==> src/hw/rtl/btkhq_pkg.sv <==
// ----------------------------------------------------------------------------
// btkhq_pkg
// Shared constants for the bounded top-k heap queue.
// ----------------------------------------------------------------------------
package btkhq_pkg;

    localparam int DEPTH_DEF    = 64;
    localparam int KEY_BITS_DEF = 32;
    localparam int TAG_BITS_DEF = 16;

    // configuration register file
    localparam int CAP_BITS     = 7;
    localparam int CFG_IDX_BITS = 2;
    localparam int CFG_DATA_BITS = CAP_BITS;

    localparam logic [CAP_BITS-1:0] CAP_RESET = 7'd64;

    localparam logic [CFG_IDX_BITS-1:0] REG_CAPACITY = 2'd0;
    localparam logic [CFG_IDX_BITS-1:0] REG_ORDER    = 2'd1;

    localparam logic MODE_PUSH = 1'b0;
    localparam logic MODE_POP  = 1'b1;

endpackage

==> src/hw/rtl/btkhq_ram.sv <==
// ----------------------------------------------------------------------------
// btkhq_ram
// Simple dual-port RAM: one write port, one read port with registered data.
// ----------------------------------------------------------------------------
module btkhq_ram #(
    parameter int WIDTH = 48,
    parameter int DEPTH = 64
) (
    input  logic                     clk,
    input  logic                     wr_en,
    input  logic [$clog2(DEPTH)-1:0] wr_addr,
    input  logic [WIDTH-1:0]         wr_data,
    input  logic                     rd_en,
    input  logic [$clog2(DEPTH)-1:0] rd_addr,
    output logic [WIDTH-1:0]         rd_data
);

    logic [WIDTH-1:0] mem [DEPTH];

    always_ff @(posedge clk)
    begin
        if (wr_en)
        begin
            mem[wr_addr] <= wr_data;
        end
        if (rd_en)
        begin
            rd_data <= mem[rd_addr];
        end
    end

endmodule

==> src/hw/rtl/bounded_top_k_heap_queue.sv <==
// ----------------------------------------------------------------------------
// bounded_top_k_heap_queue
// Array binary heap keeping at most capacity keyed entries in one RAM.
// ----------------------------------------------------------------------------
// Sequencing: a push below capacity climbs, reading each parent then comparing;
//   a push into a full heap and a pop sift down from the root, reading the left
//   then the right child before comparing, all through the one RAM read port.
// Throughput: one request at a time; the next is taken once the current one's
//   result has moved into the output register, where it may still wait.
// Reset: count cleared, capacity 64, order 0; the RAM is not cleared.
// ----------------------------------------------------------------------------
module bounded_top_k_heap_queue #(
    parameter int DEPTH    = btkhq_pkg::DEPTH_DEF,
    parameter int KEY_BITS = btkhq_pkg::KEY_BITS_DEF,
    parameter int TAG_BITS = btkhq_pkg::TAG_BITS_DEF
) (
    input  logic                                 clk,
    input  logic                                 rst_n,
    // request channel
    input  logic                                 in_valid,
    output logic                                 in_ready,
    input  logic                                 mode,
    input  logic [KEY_BITS-1:0]                  key,
    input  logic [TAG_BITS-1:0]                  tag,
    // result channel
    output logic                                 out_valid,
    input  logic                                 out_ready,
    output logic                                 accepted,
    output logic                                 error,
    output logic                                 top_valid,
    output logic [KEY_BITS-1:0]                  top_key,
    output logic [TAG_BITS-1:0]                  top_tag,
    output logic [$clog2(DEPTH+1)-1:0]           count,
    // configuration
    input  logic                                 cfg_valid,
    output logic                                 cfg_ready,
    input  logic [btkhq_pkg::CFG_IDX_BITS-1:0]   cfg_index,
    input  logic [btkhq_pkg::CFG_DATA_BITS-1:0]  cfg_data
);

    localparam int AW   = $clog2(DEPTH);
    localparam int CW   = $clog2(DEPTH + 1);
    localparam int IW   = AW + 2;
    localparam int W    = KEY_BITS + TAG_BITS;
    localparam int CMPW = (CW > btkhq_pkg::CAP_BITS) ? CW : btkhq_pkg::CAP_BITS;

    typedef enum logic [6:0] {
        S_IDLE   = 7'b0000001,
        S_UP_RD  = 7'b0000010,
        S_UP_CMP = 7'b0000100,
        S_POP_RD = 7'b0001000,
        S_DN_RDL = 7'b0010000,
        S_DN_RDR = 7'b0100000,
        S_DN_CMP = 7'b1000000
    } state_t;

    // finish flag: result waiting to move into the output register
    state_t                         state_reg, state_next;
    logic                           fin_reg, fin_next;
    logic [CW-1:0]                  cnt_reg, cnt_next;
    logic [btkhq_pkg::CAP_BITS-1:0] cap_reg;
    logic                           order_reg;
    logic [KEY_BITS-1:0]            root_key_reg;
    logic [TAG_BITS-1:0]            root_tag_reg;
    logic [KEY_BITS-1:0]            cur_key_reg, cur_key_next;
    logic [TAG_BITS-1:0]            cur_tag_reg, cur_tag_next;
    logic [KEY_BITS-1:0]            lkey_reg, lkey_next;
    logic [TAG_BITS-1:0]            ltag_reg, ltag_next;
    logic [AW-1:0]                  idx_reg, idx_next;
    logic                           acc_reg, acc_next;
    logic                           err_reg, err_next;

    logic                           out_valid_reg;
    logic                           accepted_reg;
    logic                           error_reg;
    logic                           top_valid_reg;
    logic [KEY_BITS-1:0]            top_key_reg;
    logic [TAG_BITS-1:0]            top_tag_reg;
    logic [CW-1:0]                  count_reg;

    logic                           wr_en;
    logic [AW-1:0]                  wr_addr;
    logic [W-1:0]                   wr_data;
    logic                           rd_en;
    logic [AW-1:0]                  rd_addr;
    logic [W-1:0]                   rd_data;
    logic [KEY_BITS-1:0]            rd_key;
    logic [TAG_BITS-1:0]            rd_tag;

    logic                           in_fire;
    logic                           out_load;
    logic [CMPW-1:0]                eff_cap;
    logic                           below_cap;
    logic [AW-1:0]                  parent_idx;
    logic [IW-1:0]                  l_idx;
    logic [IW-1:0]                  r_idx;
    logic [IW-1:0]                  n_ext;
    logic                           l_in;
    logic                           r_in;
    logic                           pick_l;
    logic                           pick_r;
    logic [KEY_BITS-1:0]            pick_key;
    logic [CW-1:0]                  cnt_dec;

    function automatic logic loses(input logic [KEY_BITS-1:0] a,
                                   input logic [KEY_BITS-1:0] b,
                                   input logic                ord);
        return ord ? (a > b) : (a < b);
    endfunction

    btkhq_ram #(
        .WIDTH (W),
        .DEPTH (DEPTH)
    ) u_heap_ram (
        .clk     (clk),
        .wr_en   (wr_en),
        .wr_addr (wr_addr),
        .wr_data (wr_data),
        .rd_en   (rd_en),
        .rd_addr (rd_addr),
        .rd_data (rd_data)
    );

    assign rd_key = rd_data[W-1:TAG_BITS];
    assign rd_tag = rd_data[TAG_BITS-1:0];

    assign in_ready  = (state_reg == S_IDLE) && !fin_reg;
    assign in_fire   = in_valid && in_ready;
    assign cfg_ready = 1'b1;
    assign out_load  = fin_reg && (!out_valid_reg || out_ready);

    // capacity 0 acts as 1, anything above DEPTH as DEPTH
    always_comb
    begin
        if (cap_reg == '0)
        begin
            eff_cap = CMPW'(1);
        end
        else if (CMPW'(cap_reg) > CMPW'(DEPTH))
        begin
            eff_cap = CMPW'(DEPTH);
        end
        else
        begin
            eff_cap = CMPW'(cap_reg);
        end
    end

    assign below_cap  = CMPW'(cnt_reg) < eff_cap;
    assign cnt_dec    = cnt_reg - 1'b1;
    assign parent_idx = AW'((idx_reg - 1'b1) >> 1);
    assign l_idx      = {1'b0, idx_reg, 1'b1};
    assign r_idx      = l_idx + 1'b1;
    assign n_ext      = IW'(cnt_reg);
    assign l_in       = l_idx < n_ext;
    assign r_in       = r_idx < n_ext;
    assign pick_l     = loses(cur_key_reg, lkey_reg, order_reg);
    assign pick_key   = pick_l ? lkey_reg : cur_key_reg;
    assign pick_r     = r_in && loses(pick_key, rd_key, order_reg);

    always_comb
    begin
        state_next   = state_reg;
        fin_next     = fin_reg;
        cnt_next     = cnt_reg;
        cur_key_next = cur_key_reg;
        cur_tag_next = cur_tag_reg;
        lkey_next    = lkey_reg;
        ltag_next    = ltag_reg;
        idx_next     = idx_reg;
        acc_next     = acc_reg;
        err_next     = err_reg;
        wr_en        = 1'b0;
        wr_addr      = idx_reg;
        wr_data      = {cur_key_reg, cur_tag_reg};
        rd_en        = 1'b0;
        rd_addr      = parent_idx;

        if (out_load)
        begin
            fin_next = 1'b0;
        end

        case (state_reg)
            S_IDLE:
            begin
                if (in_fire)
                begin
                    acc_next     = 1'b0;
                    err_next     = 1'b0;
                    cur_key_next = key;
                    cur_tag_next = tag;
                    idx_next     = '0;
                    if (mode == btkhq_pkg::MODE_PUSH)
                    begin
                        if (below_cap)
                        begin
                            acc_next   = 1'b1;
                            cnt_next   = cnt_reg + 1'b1;
                            idx_next   = cnt_reg[AW-1:0];
                            state_next = S_UP_RD;
                        end
                        else if (!loses(root_key_reg, key, order_reg))
                        begin
                            acc_next   = 1'b1;
                            state_next = S_DN_RDL;
                        end
                        else
                        begin
                            fin_next = 1'b1;
                        end
                    end
                    else
                    begin
                        if (cnt_reg == '0)
                        begin
                            err_next = 1'b1;
                            fin_next = 1'b1;
                        end
                        else
                        begin
                            cnt_next = cnt_dec;
                            if (cnt_dec == '0)
                            begin
                                fin_next = 1'b1;
                            end
                            else
                            begin
                                // last entry moves to the root
                                rd_en      = 1'b1;
                                rd_addr    = cnt_dec[AW-1:0];
                                state_next = S_POP_RD;
                            end
                        end
                    end
                end
            end
            S_UP_RD:
            begin
                if (idx_reg == '0)
                begin
                    wr_en      = 1'b1;
                    fin_next   = 1'b1;
                    state_next = S_IDLE;
                end
                else
                begin
                    rd_en      = 1'b1;
                    state_next = S_UP_CMP;
                end
            end
            S_UP_CMP:
            begin
                wr_en = 1'b1;
                if (loses(cur_key_reg, rd_key, order_reg))
                begin
                    fin_next   = 1'b1;
                    state_next = S_IDLE;
                end
                else
                begin
                    // parent moves down, equal keys rise
                    wr_data    = rd_data;
                    idx_next   = parent_idx;
                    state_next = S_UP_RD;
                end
            end
            S_POP_RD:
            begin
                cur_key_next = rd_key;
                cur_tag_next = rd_tag;
                state_next   = S_DN_RDL;
            end
            S_DN_RDL:
            begin
                if (l_in)
                begin
                    rd_en      = 1'b1;
                    rd_addr    = l_idx[AW-1:0];
                    state_next = S_DN_RDR;
                end
                else
                begin
                    wr_en      = 1'b1;
                    fin_next   = 1'b1;
                    state_next = S_IDLE;
                end
            end
            S_DN_RDR:
            begin
                lkey_next = rd_key;
                ltag_next = rd_tag;
                if (r_in)
                begin
                    rd_en   = 1'b1;
                    rd_addr = r_idx[AW-1:0];
                end
                state_next = S_DN_CMP;
            end
            S_DN_CMP:
            begin
                wr_en = 1'b1;
                if (pick_r)
                begin
                    wr_data    = rd_data;
                    idx_next   = r_idx[AW-1:0];
                    state_next = S_DN_RDL;
                end
                else if (pick_l)
                begin
                    wr_data    = {lkey_reg, ltag_reg};
                    idx_next   = l_idx[AW-1:0];
                    state_next = S_DN_RDL;
                end
                else
                begin
                    fin_next   = 1'b1;
                    state_next = S_IDLE;
                end
            end
            default:
            begin
                state_next = S_IDLE;
            end
        endcase
    end

    always_ff @(posedge clk or negedge rst_n)
    begin
        if (!rst_n)
        begin
            state_reg     <= S_IDLE;
            fin_reg       <= 1'b0;
            cnt_reg       <= '0;
            cap_reg       <= btkhq_pkg::CAP_RESET;
            order_reg     <= 1'b0;
            out_valid_reg <= 1'b0;
        end
        else
        begin
            state_reg <= state_next;
            fin_reg   <= fin_next;
            cnt_reg   <= cnt_next;
            if (cfg_valid && cfg_ready)
            begin
                case (cfg_index)
                    btkhq_pkg::REG_CAPACITY: cap_reg   <= cfg_data;
                    btkhq_pkg::REG_ORDER:    order_reg <= cfg_data[0];
                    default:                 ;
                endcase
            end
            if (out_load)
            begin
                out_valid_reg <= 1'b1;
            end
            else if (out_ready)
            begin
                out_valid_reg <= 1'b0;
            end
        end
    end

    always_ff @(posedge clk)
    begin
        cur_key_reg <= cur_key_next;
        cur_tag_reg <= cur_tag_next;
        lkey_reg    <= lkey_next;
        ltag_reg    <= ltag_next;
        idx_reg     <= idx_next;
        acc_reg     <= acc_next;
        err_reg     <= err_next;
        // entry 0 mirrored in flops for the top outputs and full-heap compare
        if (wr_en && (wr_addr == '0))
        begin
            root_key_reg <= wr_data[W-1:TAG_BITS];
            root_tag_reg <= wr_data[TAG_BITS-1:0];
        end
        if (out_load)
        begin
            accepted_reg  <= acc_reg;
            error_reg     <= err_reg;
            top_valid_reg <= (cnt_reg != '0);
            top_key_reg   <= (cnt_reg != '0) ? root_key_reg : '0;
            top_tag_reg   <= (cnt_reg != '0) ? root_tag_reg : '0;
            count_reg     <= cnt_reg;
        end
    end

    assign out_valid = out_valid_reg;
    assign accepted  = accepted_reg;
    assign error     = error_reg;
    assign top_valid = top_valid_reg;
    assign top_key   = top_key_reg;
    assign top_tag   = top_tag_reg;
    assign count     = count_reg;

endmodule

==> config.mk <==
export PLATFORM = sky130hd
export DESIGN_NAME = bounded_top_k_heap_queue
export DESIGN_NICKNAME = d
export VERILOG_FILES = /design/src/hw/rtl/btkhq_pkg.sv /design/src/hw/rtl/btkhq_ram.sv /design/src/hw/rtl/bounded_top_k_heap_queue.sv
export SDC_FILE = /design/constraint.sdc
export NUM_CORES = 2
export LEC_CHECK = 0
export BUFFER_PORTS_ARGS = -buffer_cell sky130_fd_sc_hd__buf_4
export CAP_MARGIN = 25
export CORE_MARGIN = 4
export CORE_UTILIZATION = 35
export DETAILED_ROUTE_END_ITERATION = 10
export GPL_TIMING_DRIVEN = 1
export SYNTH_ARGS = -nofsm -noshare
export SYNTH_HDL_FRONTEND = slang
export SYNTH_SLANG_ARGS = --single-unit
==> constraint.sdc <==
create_clock -name clk -period 8.7 [get_ports clk]
set_clock_uncertainty 0.15 [all_clocks]
set_input_delay 0.87 -clock clk [delete_from_list [all_inputs] [get_ports clk]]
set_output_delay 0.87 -clock clk [all_outputs]
set_load 0.1 [all_outputs]
==> summary.md <==
| Metric | Value |
|---|---|
| Crit path max fanout | `65` |
| Total power per unit cell area | `400 nW/um^2` |
| Initial antenna violation count | `35` |
| Flop2flop setup slack | `0.72 ns` |
| # port buffers | `roughly 120` |
| Most frequent cells in the layout | `edfxtp_1, nand2_1, mux2i_1, a21oi_1, buf_4` |
| Resized Gates After CTS | `0` |
| RSZ-0062 raised after global routing | `false` |
| Met2 routed WL | `209000 um` |
| Critical Path End Type | `flip-flop` |
| Drt total wl | `464000 um` |
| Critical path type | `reg2reg` |
| Worst Hold Class | `in2reg` |
| Worst setup margin | `0.717 ns` |
| Status | `complete, no violations` |
| Max Cap Violations | `0` |
| Num CTS Buffers | `341` |
| Die area | `392000 um^2` |
| Vias in the first global route | `80500` |
| Post-synthesis xor/xnor area fraction | `0.00131` |
| CP startpoint kind | `flip-flop` |
| Asr flop ratio synth | `0.00716` |
| Fraction of layout cells with a size suffix above 1 | `0.115` |
| Period utilization | `0.918` |
| Tmin final | `7.98 ns` |
| Clk sinks | `roughly 3400` |
| Required @ worst endpoint | `9.09 ns` |
| Global route total overflow | `0` |
| Adder-cell share of the synthesized area | `0.0142` |
| # fillers | `34200` |
| IO Pins | `124` |
| Uppermost routed layer | `met5` |
| CTS root buffer | `clkbuf_16` |
| Yosys reg bits | `3354` |
| Clk slew on worst S/H paths | `0.06 ns` |
| # rows | `about 230` |
| Register area share after synthesis | `0.752` |
| DR vias/cell | `5.84` |
| Slew margin rel. | `0.236` |
| Synth Flop Type | `edfxtp_1` |
| Routed len/inst | `31.3 um` |
| Core Box Area | `380000 um^2` |
| First-pass GRT wire length | `~640000 um` |
| CTS HTree Levels | `5` |
| Dpl hpwl | `255000 um` |
| Post-synth EDFFs | `3330` |
| DP Cell Count | `about 14000` |
| TNS Setup | `0 ns` |
| Largest Register | `u_heap_ram.mem` |
| Max Clk Rate | `between 100 and 150 MHz` |
| Metal1 wirelength | `180000 um` |
| Avg Cell Area, Syn | `around 14 um^2` |
| Post-Syn Instances | `9294` |
| Antenna-violating nets left | `0` |
| Total GRT Usage | `0.228` |
| Post-Synth Simple-Gate Area | `0.106` |
| Drt initial violations | `13400` |
| Peak supply drop | `0.000406 V` |
| Die Wd | `about 630 um` |
| Post-Place Worst Slack | `1.11 ns` |
| Final number of max-transition violations | `0` |
| Layout Nets | `roughly 9800` |
| Main combinational cell family by area after synthesis | `simple AND/OR/NAND/NOR gates` |
| Mux share of post-synthesis cell area | `0.0396` |
| Top flop regs | `u_heap_ram.mem x3072, u_heap_ram.rd_data x48` |
| Post-CTS setup buffer count | `0` |
| CTS Buffer Depth | `4` |
| Placer Congestion | `0.903` |
| Worst-margin pin slew | `1.15 ns` |
| Clk_lat worst skew | `roughly 0.91 ns` |
| First drt pass iteration count | `6` |
| Largest net degree at the start of global routing | `156` |
| Distinct cells, synth | `75` |
| Max reg flops | `3072` |
| Final setup vio count | `0` |
| CTS tree | `built` |
| Drt drc | `0` |
| WL met3 | `about 53000 um` |
| Cts-stage hold buffer count | `1` |
| Design Power | `0.0615 W` |
| Synth-to-layout area growth | `15.1%` |
| Warnings, synthesis | `0` |
| Final Hold Vio Count | `0` |
| Vias | `86600` |
| Post-Syn Area | `around 130000 um^2` |
| Die Span Y | `626 um` |
| Leakage | `just over 50 nW` |
| Compound-Gate Fraction of Synth Area | `0.0656` |
| Layout Cells excl Fill | `between 10000 and 15000` |
| Commonest non-fill, non-tap cell in the layout | `edfxtp_1` |
| Net count after synthesis | `9509` |
| Worst EP arrival | `8.37 ns` |
| Starting Density | `0.352` |
==> cells by family (layout without fill, tap and decap cells) <==
| group | Yosys count | after routing |
|---|---|---|
| compound gates | 1333 | 1333 |
| xor+xnor | 20 | 20 |
| fa+ha+maj | 152 | 152 |
| buf+inv | 666 | 1182 |
| flops | 3354 | 3354 |
| mux | 526 | 526 |
| other cells | 1 | 19 |
| simple gates | 3242 | 3242 |
==> area by class of cell <==
cell class              count  area, um^2  share of cell area
diodes                     18        45.0            0.000293
clock buffers             414        8960              0.0582
clock inverters           197        1920              0.0125
inverters                 115         433             0.00281
multi-input cells        5274       31100               0.202
flip-flops and latches   3354      101000               0.654
well taps                5016        6280              0.0408
repair buffers            456        4590              0.0298
==> Yosys cell counts, types with 8 or more instances <==
cell         n  area (um^2)
inv_1      113          424
buf_1       62          233
or3_1       53          332
edfxtp_1  3330       100000
a21oi_1    495         2480
or4_1        8         60.1
nor4_1      99          619
buf_2      158          791
buf_4       14          105
clkbuf_1   315         1180
a31oi_1     25          156
dfrtp_1     22          551
o21a_1      17          128
nor3_1      22          110
a22oi_1      8         60.1
a32oi_1    222         1940
o31a_1      44          385
a211oi_1    35          263
and2_1      10         62.6
nand3_1    337         1690
o22ai_1    145          907
a311oi_1    20          175
o221ai_1    42          368
a21o_1      48          360
o21ai_0    145          726
nand2_1   2136         8020
nor2_1     153          574
xnor2_1     14          123
nor2b_1     81          507
nand4_1    245         1530
ha_1       152         1900
mux2_2      25          282
mux2i_1    501         5010
nand2b_1     8         50.1
and3_1      41          257
a221o_1     49          490
==> path summary, 6_finish.rpt <==
check	startpoint	to	cells past startpoint
min reg2reg	err_reg	error	0
max in group asynchronous	rst_n	cap_reg[6]	2
min in group asynchronous	rst_n	state_reg[4]	2
max reg2reg	cur_key_reg[29]	u_heap_ram.mem[12][0]	24
min	cfg_data[1]	cap_reg[1]	2
max	cur_key_reg[29]	u_heap_ram.mem[12][0]	24
==> critical path, cell delays in order (launching register included) <==
cell and delay, ns:
edfxtp_1 0.45, ha_1 0.36, nand4_1 0.08, or2_2 0.34, nor4_1 0.79, o21ai_0 0.33
nand3_1 0.18, mux2_2 0.74, buf_4 0.34, o21ai_0 0.13, ha_1 0.33, nand4_1 0.20
nor4_1 0.39, buf_4 0.22, nand2_1 0.06, a21oi_1 0.32, or3_1 0.23, o2111ai_1 0.16
o21ai_1 0.16, buf_4 0.24, o2bb2a_2 0.34, buf_12 0.20, a21o_1 0.20, a221o_2 0.36
buf_12 0.18
==> per-layer routing <==
layer / global-route usage / up-vias
li1: - / 35800
met1: 0.309 / 44300
met2: 0.354 / 5580
met3: 0.0518 / 1006
met4: 0.0967 / 12
met5: 0 / -
==> per-stage QoR <==
stage | area, um^2 | util | hold slack, ns
6_report | 154000 | 0.405 | 0.0980
4_1_cts | 154000 | 0.405 | 0.0374
2_1_floorplan | 134000 | - | 0.250
5_1_grt | 154000 | 0.405 | 0.0728
3_3_place_gp | 143000 | 0.376 | 0.264
3_5_place_dp | 143000 | 0.376 | 0.260
==> report_power, final <==
group	internal (W)	switching (W)
Clock	0.00832	0.00620
Combinational	0.00756	0.0189
Sequential	0.0201	0.000447
Total	0.0360	0.0255
Power figures use the tool's default switching activity.
